**config.mk**
```make
export PLATFORM = sky130hd
export DESIGN_NAME = life_generation_stencil
export DESIGN_NICKNAME = d
export VERILOG_FILES = /design/src/lgs_pkg.sv /design/src/lgs_line_buf.sv /design/src/lgs_col_cell.sv /design/src/life_generation_stencil.sv
export VERILOG_INCLUDE_DIRS = /design/src /design/src/src
export SDC_FILE = /design/constraint.sdc
export NUM_CORES = 2
export LEC_CHECK = 0
export BUFFER_PORTS_ARGS = -buffer_cell sky130_fd_sc_hd__buf_2
export CAP_MARGIN = 20
export CORE_UTILIZATION = 59
export DETAILED_ROUTE_END_ITERATION = 16
export PLACE_DENSITY = 0.75
export SLEW_MARGIN = 20
export SYNTH_ARGS = -nofsm -noshare
export SYNTH_HDL_FRONTEND = slang
export SYNTH_SLANG_ARGS = --single-unit
```
**constraint.sdc**
```tcl
create_clock -name clk -period 40.3 [get_ports clk]
set_input_delay 2.015 -clock clk [delete_from_list [all_inputs] [get_ports clk]]
set_output_delay 2.015 -clock clk [all_outputs]
set_load 0.005 [all_outputs]
```
**src/life_generation_stencil_assert.svh**
```systemverilog
// Assertion helpers for the stencil RTL.
`ifndef LIFE_GENERATION_STENCIL_ASSERT_SVH
`define LIFE_GENERATION_STENCIL_ASSERT_SVH

// Same-cycle implication, checked out of reset only.
`define LGS_ASSERT_IMPL(label, clk, rst_n, ante, cons) \
  label: assert property (@(posedge clk) disable iff (!rst_n) (ante) |-> (cons)) \
    else $error("stencil check failed");

// Next-cycle implication, checked out of reset only.
`define LGS_ASSERT_NEXT(label, clk, rst_n, ante, cons) \
  label: assert property (@(posedge clk) disable iff (!rst_n) (ante) |=> (cons)) \
    else $error("stencil check failed");

`endif

```
**src/lgs_pkg.sv**
```systemverilog
package lgs_pkg;

  localparam int MAX_COLUMNS = 1024;
  localparam int MAX_ROWS    = 1024;

  localparam int COL_W = $clog2(MAX_COLUMNS);
  localparam int CNT_W = 11;
  localparam int POS_W = 10;
  localparam int CFG_IDX_W = 2;

  localparam logic [CNT_W-1:0] MAX_ROWS_C    = CNT_W'(MAX_ROWS);
  localparam logic [CNT_W-1:0] MAX_COLUMNS_C = CNT_W'(MAX_COLUMNS);

  localparam logic [CFG_IDX_W-1:0] CFG_FIELD_ROWS    = 2'd0;
  localparam logic [CFG_IDX_W-1:0] CFG_FIELD_COLUMNS = 2'd1;

  // window layout: column k in bits 3k+2:3k, bit 3k is the top row
  localparam logic [8:0] TOP_ROW_MASK  = 9'h049;
  localparam logic [8:0] LEFT_COL_MASK = 9'h007;
  localparam logic [8:0] CENTER_BIT    = 9'h010;

  typedef struct packed {
    logic             en;
    logic [COL_W-1:0] addr;
    logic [1:0]       data;  // bit 0 upper line, bit 1 middle line
  } lb_wr_t;

  function automatic logic next_state(input logic [8:0] w);
    logic [8:0] n;
    logic [3:0] cnt;
    n = w & ~CENTER_BIT;
    cnt = '0;
    for (int i = 0; i < 9; i++) begin
      cnt = cnt + 4'(n[i]);
    end
    return (cnt == 4'd3) || ((w & CENTER_BIT) != 9'd0 && cnt == 4'd2);
  endfunction

  function automatic logic [CNT_W-1:0] effective(input logic [CNT_W-1:0] v,
                                                 input logic [CNT_W-1:0] mx);
    logic [CNT_W-1:0] r;
    if (v == '0) begin
      r = CNT_W'(1);
    end else if (v > mx) begin
      r = mx;
    end else begin
      r = v;
    end
    return r;
  endfunction

endpackage

```
**src/lgs_line_buf.sv**
```systemverilog
module lgs_line_buf (
  input  logic                      clk,
  input  lgs_pkg::lb_wr_t           wr,
  input  logic [lgs_pkg::COL_W-1:0] rd_addr,
  output logic [1:0]                rd_data
);

  logic [1:0] mem [lgs_pkg::MAX_COLUMNS];
  logic [1:0] rd_data_r;

  always_ff @(posedge clk) begin
    if (wr.en) begin
      mem[wr.addr] <= wr.data;
    end
  end

  // forward a same-cycle write so a one-column field sees its own data
  always_ff @(posedge clk) begin
    if (wr.en && wr.addr == rd_addr) begin
      rd_data_r <= wr.data;
    end else begin
      rd_data_r <= mem[rd_addr];
    end
  end

  assign rd_data = rd_data_r;

endmodule

```
**src/lgs_col_cell.sv**
```systemverilog
module lgs_col_cell (
  input  logic       clk,
  input  logic       rst_n,
  input  logic       shift_en,
  input  logic [2:0] col_in,
  output logic [2:0] col_q
);

  logic [2:0] col_r;
  logic [2:0] col_nxt;

  always_comb begin
    col_nxt = shift_en ? col_in : col_r;
  end

  always_ff @(posedge clk) begin
    if (!rst_n) begin
      col_r <= '0;
    end else begin
      col_r <= col_nxt;
    end
  end

  assign col_q = col_r;

endmodule

```
**src/life_generation_stencil.sv**
```systemverilog
// Game of Life (B3/S23) next-generation stencil. Cells of one generation enter in
// raster order, one item per clock; each result leaves one row plus one column
// behind its input, so after the last cell send field_columns + 1 flush items
// (in_mode = 1) to drain the frame. A flush with nothing in flight is dropped.
// Throughput is one item per cycle while no held result stalls the input, set by
// the single-port-write line buffer (one read and one write per cycle) feeding a
// three-column window that shifts once per item. A result shows on the outputs
// the cycle after the item that completes it; the output register hands it over
// in the same cycle a new item enters, so a result held by the receiver holds the
// input as well. Cells outside the field count as dead. Writing field_rows or
// field_columns restarts the frame. No clearing pass is needed after reset.
`include "life_generation_stencil_assert.svh"

module life_generation_stencil (
  input  logic                          clk,
  input  logic                          rst_n,
  input  logic                          in_valid,
  output logic                          in_ready,
  input  logic                          in_mode,
  input  logic                          in_cell_alive,
  output logic                          out_valid,
  input  logic                          out_ready,
  output logic                          out_next_alive,
  output logic [lgs_pkg::POS_W-1:0]     out_row,
  output logic [lgs_pkg::POS_W-1:0]     out_column,
  output logic                          out_frame_last,
  input  logic                          cfg_valid,
  output logic                          cfg_ready,
  input  logic [lgs_pkg::CFG_IDX_W-1:0] cfg_index,
  input  logic [lgs_pkg::CNT_W-1:0]     cfg_data
);

  logic [lgs_pkg::CNT_W-1:0] rows_cfg_r, rows_cfg_nxt;
  logic [lgs_pkg::CNT_W-1:0] cols_cfg_r, cols_cfg_nxt;
  logic [lgs_pkg::CNT_W-1:0] rows_eff, cols_eff;
  logic [lgs_pkg::CNT_W-1:0] row_r, row_nxt;
  logic [lgs_pkg::COL_W-1:0] col_r, col_nxt;

  logic out_valid_r, out_valid_nxt;
  logic next_alive_r, next_alive_nxt;
  logic [lgs_pkg::POS_W-1:0] out_row_r, out_row_nxt;
  logic [lgs_pkg::POS_W-1:0] out_column_r, out_column_nxt;
  logic frame_last_r, frame_last_nxt;

  logic cfg_wr, restart;
  logic accept, skip, step, alive_in;
  logic emit_a, emit_b, emit, last;
  logic [1:0] lb_rd;
  lgs_pkg::lb_wr_t lb_wr;
  logic [lgs_pkg::COL_W-1:0] lb_rd_addr;
  logic [2:0] col_new;
  logic [2:0] col_q [3];
  logic [2:0] col_in [3];
  logic [8:0] win_now, win_new, wa, wb, w_sel;
  logic [lgs_pkg::CNT_W-1:0] orow, col_plus, ocol_plus;
  logic [lgs_pkg::COL_W-1:0] ocol;

  assign cfg_ready = 1'b1;
  assign cfg_wr    = cfg_valid && cfg_ready;
  assign in_ready  = !out_valid_r || out_ready;
  assign accept    = in_valid && in_ready;

  assign rows_eff = lgs_pkg::effective(rows_cfg_r, lgs_pkg::MAX_ROWS_C);
  assign cols_eff = lgs_pkg::effective(cols_cfg_r, lgs_pkg::MAX_COLUMNS_C);

  assign skip     = in_mode && row_r == '0 && col_r == '0;
  assign step     = accept && !skip;
  assign alive_in = !in_mode && in_cell_alive && (row_r < rows_eff);

  // line buffer: bit 0 is two rows up, bit 1 one row up
  assign col_new = {alive_in, lb_rd[1], lb_rd[0]};
  assign lb_wr.en   = step;
  assign lb_wr.addr = col_r;
  assign lb_wr.data = {alive_in, lb_rd[1]};

  lgs_line_buf u_line_buf (
    .clk     (clk),
    .wr      (lb_wr),
    .rd_addr (lb_rd_addr),
    .rd_data (lb_rd)
  );

  // window chain: cell 2 is the newest column, cell 0 the oldest
  assign col_in[2] = col_new;
  assign col_in[1] = col_q[2];
  assign col_in[0] = col_q[1];

  for (genvar k = 0; k < 3; k++) begin : g_cell
    lgs_col_cell u_cell (
      .clk      (clk),
      .rst_n    (rst_n),
      .shift_en (step),
      .col_in   (col_in[k]),
      .col_q    (col_q[k])
    );
  end

  assign win_now = {col_q[2], col_q[1], col_q[0]};
  assign win_new = {col_new, win_now[8:3]};

  // end-of-row result for the row two above uses the old window, right column dead
  assign emit_a = (col_r == '0) && (row_r >= lgs_pkg::CNT_W'(2));
  assign emit_b = (col_r != '0) && (row_r >= lgs_pkg::CNT_W'(1));
  assign emit   = step && (emit_a || emit_b);

  always_comb begin
    wa = {3'b000, win_now[8:3]};
    if (cols_eff == lgs_pkg::CNT_W'(1)) begin
      wa = wa & ~lgs_pkg::LEFT_COL_MASK;
    end
    if (row_r == lgs_pkg::CNT_W'(2)) begin
      wa = wa & ~lgs_pkg::TOP_ROW_MASK;
    end
    wb = win_new;
    if (col_r == lgs_pkg::COL_W'(1)) begin
      wb = wb & ~lgs_pkg::LEFT_COL_MASK;
    end
    if (row_r == lgs_pkg::CNT_W'(1)) begin
      wb = wb & ~lgs_pkg::TOP_ROW_MASK;
    end
    if (emit_a) begin
      w_sel = wa;
      orow  = row_r - lgs_pkg::CNT_W'(2);
      ocol  = lgs_pkg::COL_W'(cols_eff - lgs_pkg::CNT_W'(1));
    end else begin
      w_sel = wb;
      orow  = row_r - lgs_pkg::CNT_W'(1);
      ocol  = col_r - lgs_pkg::COL_W'(1);
    end
  end

  assign ocol_plus = {1'b0, ocol} + lgs_pkg::CNT_W'(1);
  assign last      = (orow + lgs_pkg::CNT_W'(1) == rows_eff) && (ocol_plus == cols_eff);
  assign col_plus  = {1'b0, col_r} + lgs_pkg::CNT_W'(1);
  assign restart   = emit && last;

  always_comb begin
    rows_cfg_nxt = rows_cfg_r;
    cols_cfg_nxt = cols_cfg_r;
    row_nxt      = row_r;
    col_nxt      = col_r;
    if (cfg_wr && cfg_index == lgs_pkg::CFG_FIELD_ROWS) begin
      rows_cfg_nxt = cfg_data;
    end
    if (cfg_wr && cfg_index == lgs_pkg::CFG_FIELD_COLUMNS) begin
      cols_cfg_nxt = cfg_data;
    end
    priority if (cfg_wr && (cfg_index == lgs_pkg::CFG_FIELD_ROWS ||
                            cfg_index == lgs_pkg::CFG_FIELD_COLUMNS)) begin
      row_nxt = '0;
      col_nxt = '0;
    end else if (restart) begin
      row_nxt = '0;
      col_nxt = '0;
    end else if (step) begin
      if (col_plus >= cols_eff) begin
        col_nxt = '0;
        row_nxt = row_r + lgs_pkg::CNT_W'(1);
      end else begin
        col_nxt = col_plus[lgs_pkg::COL_W-1:0];
      end
    end
  end

  // read one item ahead so data for the next column is ready at accept
  assign lb_rd_addr = rst_n ? col_nxt : '0;

  always_comb begin
    next_alive_nxt = next_alive_r;
    out_row_nxt    = out_row_r;
    out_column_nxt = out_column_r;
    frame_last_nxt = frame_last_r;
    out_valid_nxt  = out_valid_r && !out_ready;
    if (emit) begin
      out_valid_nxt  = 1'b1;
      next_alive_nxt = lgs_pkg::next_state(w_sel);
      out_row_nxt    = orow[lgs_pkg::POS_W-1:0];
      out_column_nxt = ocol[lgs_pkg::POS_W-1:0];
      frame_last_nxt = last;
    end
  end

  always_ff @(posedge clk) begin
    if (!rst_n) begin
      rows_cfg_r  <= lgs_pkg::MAX_ROWS_C;
      cols_cfg_r  <= lgs_pkg::MAX_COLUMNS_C;
      row_r       <= '0;
      col_r       <= '0;
      out_valid_r <= 1'b0;
    end else begin
      rows_cfg_r  <= rows_cfg_nxt;
      cols_cfg_r  <= cols_cfg_nxt;
      row_r       <= row_nxt;
      col_r       <= col_nxt;
      out_valid_r <= out_valid_nxt;
    end
  end

  always_ff @(posedge clk) begin
    next_alive_r <= next_alive_nxt;
    out_row_r    <= out_row_nxt;
    out_column_r <= out_column_nxt;
    frame_last_r <= frame_last_nxt;
  end

  assign out_valid      = out_valid_r;
  assign out_next_alive = next_alive_r;
  assign out_row        = out_row_r;
  assign out_column     = out_column_r;
  assign out_frame_last = frame_last_r;

  `LGS_ASSERT_IMPL(a_col_in_range, clk, rst_n, 1'b1, {1'b0, col_r} < cols_eff)
  `LGS_ASSERT_IMPL(a_last_is_corner, clk, rst_n, out_valid_r && frame_last_r,
                   {1'b0, out_column_r} + lgs_pkg::CNT_W'(1) == cols_eff)
  `LGS_ASSERT_NEXT(a_restart_clears, clk, rst_n, restart && !cfg_wr,
                   row_r == '0 && col_r == '0 && out_valid_r && frame_last_r)

endmodule

```
==> impl_metrics.py <==
metrics = {
    "cells_and_area": {
        "stdcell_count": 7159,
        "fin_nets": 5128,
        "fill_cells": 9653,
        "drive_gt1_frac": 0.198,
        "final_util": 0.651,
        "final_cell_mix": "edfxtp_1 (2,070), nor2_1 (1,080), mux4_2 (517), a22oi_1 (219), clkbuf_16 (205)",
        "layout_commonest_cell": "edfxtp_1",
        "antennaDiodeCount": 0,
        "syn2layout_area_growth_pct": 9.68,
    },
    "synth": {
        "synth_cell_types": 86,
        "synth_mux_area_frac": 0.137,
        "synth_compound_area_frac": 0.0387,
        "yosysTopAreaCell": "edfxtp_1",
        "synth_top_family_by_area": "multiplexers",
        "synthSimpleGateAreaFrac": 0.0712,
        "synthDominantCellAreaShare": 0.709,
        "synth_edf_count": 2070,
        "ys_ff_latch": 2120,
        "synth_cells": 5150,
        "synth_area_um2": 87600,
        "synthXorXnorAreaFrac": 0.00574,
        "yosysSeqAreaShare": 0.721,
        "synth_top_flop_cell": "edfxtp_1",
        "synthTopCellsByArea": "edfxtp_1 (71%), mux4_2 (13%), nor2_1 (4.6%)",
        "synthAdderAreaFrac": 0.00662,
        "syn-num-nets": 5214,
        "synth_warnings": 0,
        "avgSynthCellArea_um2": 17.0,
        "synthArstFlopShare": 0,
    },
    "outcome": {
        "status": "complete, no violations",
    },
    "placement": {
        "dp_hpwl_mm": 118,
        "port_buffers": 43,
        "dp.cells": 6790,
        "gp_congestion": 0.868,
    },
    "floorplanning": {
        "die_h_um": 387,
        "num_rows": 141,
        "ioPinCount": 45,
        "initial_core_util": 0.593,
        "die_width_um": 387,
        "fp.coreArea_um2": 148000,
        "die_area_um2": 150000,
    },
    "cts": {
        "cts.path.max_buffers": 3,
        "cts_setup_buffers": 0,
        "clk_pin_slew_ns": 0.06,
        "cts_tree": "built",
        "cts_root_buffer": "clkbuf_16",
        "cts_sinks": 2120,
        "ctsResizeCount": 0,
        "cts_hold_buf": 0,
        "clk_latency_ns": 0.84,
        "cts_buffers": 200,
        "htree_levels": 4,
    },
    "sta": {
        "setup_viol": 0,
        "rsz0062_at_grt": "false",
        "maxSlewViolCount": 0,
        "tightest_slew_ns": 1.21,
        "timing.final.crit_share": 0.230,
        "setup-tns-final_ns": 0,
        "fmax_mhz": 108,
        "final.setup_skew_ns": 0.0420,
        "slew_headroom": 0.192,
        "hold_viol_final": 0,
        "min_period_ns": 9.25,
    },
    "global_routing": {
        "grt_usage": 0.303,
        "grt_overflow": 0,
        "antenna_found_initial": 5,
        "grt_max_degree": 277,
        "grt_pass1_wl_mm": 328,
        "grt_pass1_vias": 48894,
    },
    "routing": {
        "via_per_inst": 6.92,
        "final_antenna_net_count": 0,
        "wl_per_cell_um": 31.6,
        "wirelength_mm": 226,
        "vias": 49552,
        "drt_drc_violations_left": 0,
        "firstDrtPassIters": 6,
        "drtIter0Drc": 7845,
    },
    "critical_path": {
        "crit_chain": "buf_4, buf_4, buf_4, mux4_2, a22oi_1, nand4_1, o21ai_0, o21ai_0, a22oi_1, nand4_1, buf_4, buf_4, buf_4, buf_4",
        "arrival_ns": 9.70,
        "crit_path_start_kind": "flop",
        "setup.worst_path.end_class": "flop",
        "critical_path_required_ns": 40.75,
        "cp_max_fo": 118,
        "slowest_stage": "buf_4",
        "worstSetupPathType": "flop to flop",
        "slowest_delay_ns": 1.00,
        "path_common_cell": "buf_4",
    },
    "power": {
        "power.leakage_nw": 29.1,
        "ir_worst_vdd_mv": 0.0505,
        "power_density_nw_per_um2": 46.3,
    },
    "min_path": {
        "min_path_type": "flop to flop",
    },
    "job": {
        "drv_cap": 0,
    },
}
[power breakdown]
group | switching, mW | internal [mW] | leakage [nW] | total (mW)
clock | 0.805 | 1.02 | 3.07 | 1.83
sequential | 0.00385 | 2.44 | 19.6 | 2.45
combinational | 0.112 | 0.0650 | 6.44 | 0.177
[metal layers]
layer  up-vias  track usage  wire [um]
met3       525       0.0634      26700
met2      3466        0.479     109000
met1     25483        0.420      81700
met5         -            0         13
li1      20076            -          -
met4         2        0.114       8670
[through the flow]
step	instance area, um^2	power, mW	hold slack, ns	setup WS [ns]
after floorplan	87600	2.71	0.439	14.97
after global placement	89700	2.67	0.447	31.20
after global routing	96100	4.55	0.486	30.49
final	96100	4.45	0.464	31.05
after detailed placement	89800	2.67	0.456	31.10
after CTS	96000	4.46	0.464	31.12
[worst max-delay path: cells and delay by family, from the launching register on]
kind                   cells  cell delay (ns)
and+or+nand+nor            2             0.65
DFF                        1             0.98
AOI/OAI and AO/OA          4             1.27
buffers and inverters      7             5.35
muxes                      1             0.33
[logic make-up after synthesis]
kind of cell | count (synthesis)
flops | 2120
simple gates | 1465
mux | 549
buf+inv | 463
compound gates | 457
xor+xnor | 51
fa+ha+maj | 44
other cells | 1
[path summary, 6_finish.rpt]
check / endpoint / start / depth (start not counted) / slack [ns]
worst max-delay path: u_line_buf.mem[937][0] / col_r[0] / 14 / 31.05
worst min-delay path: g_cell[1].u_cell.col_q[1] / g_cell[1].u_cell.col_q[1] / 2 / 0.46
worst max register to register: u_line_buf.mem[937][0] / col_r[0] / 14 / 31.05
worst min register to register: g_cell[1].u_cell.col_q[1] / g_cell[1].u_cell.col_q[1] / 2 / 0.46
[cell type report]
cell class                 instances  area (um^2)  area share
clock buffer                     253         5320      0.0553
clock inverter                   114          940     0.00978
inverter                          31          116     0.00121
multi-input combinational       2567        23000       0.239
sequential                      2120        63200       0.657
tap                             1930         2410      0.0251
timing repair buffer             144         1140      0.0118
[registers in the layout, indices dropped and copies added, names as in the netlist, 6 cells and up]
name                 count
col_r                   10
cols_cfg_r              11
g_cell.u_cell.col_q      6
out_column              10
out_row                 10
row_r                   11
rows_cfg_r              11
u_line_buf.mem        2048
[synth_stat cells, drive strengths merged (6+ instances only)]
| cell type | count |
|---|---|
| o21ai | 48 |
| a221oi | 27 |
| a22o | 23 |
| nand2b | 11 |
| nor4 | 12 |
| or4 | 7 |
| and2 | 16 |
| nor2b | 33 |
| and4 | 6 |
| inv | 28 |
| mux2i | 28 |
| nor3b | 9 |
| edfxtp | 2070 |
| a211oi | 11 |
| a21o | 11 |
| and3b | 6 |
| a41oi | 8 |
| dfxtp | 50 |
| nand2 | 108 |
| a31oi | 10 |
| a22oi | 219 |
| buf | 86 |
| nand4 | 73 |
| nor3 | 23 |
| o211ai | 22 |
| xor2 | 17 |
| a21boi | 10 |
| clkbuf | 346 |
| ha | 40 |
| or3 | 9 |
| nor2 | 1085 |
| xnor2 | 30 |
| and3 | 14 |
| nand3 | 35 |
| a21oi | 31 |
| mux4 | 517 |
Note: power is estimated with default switching activity, not from simulation.
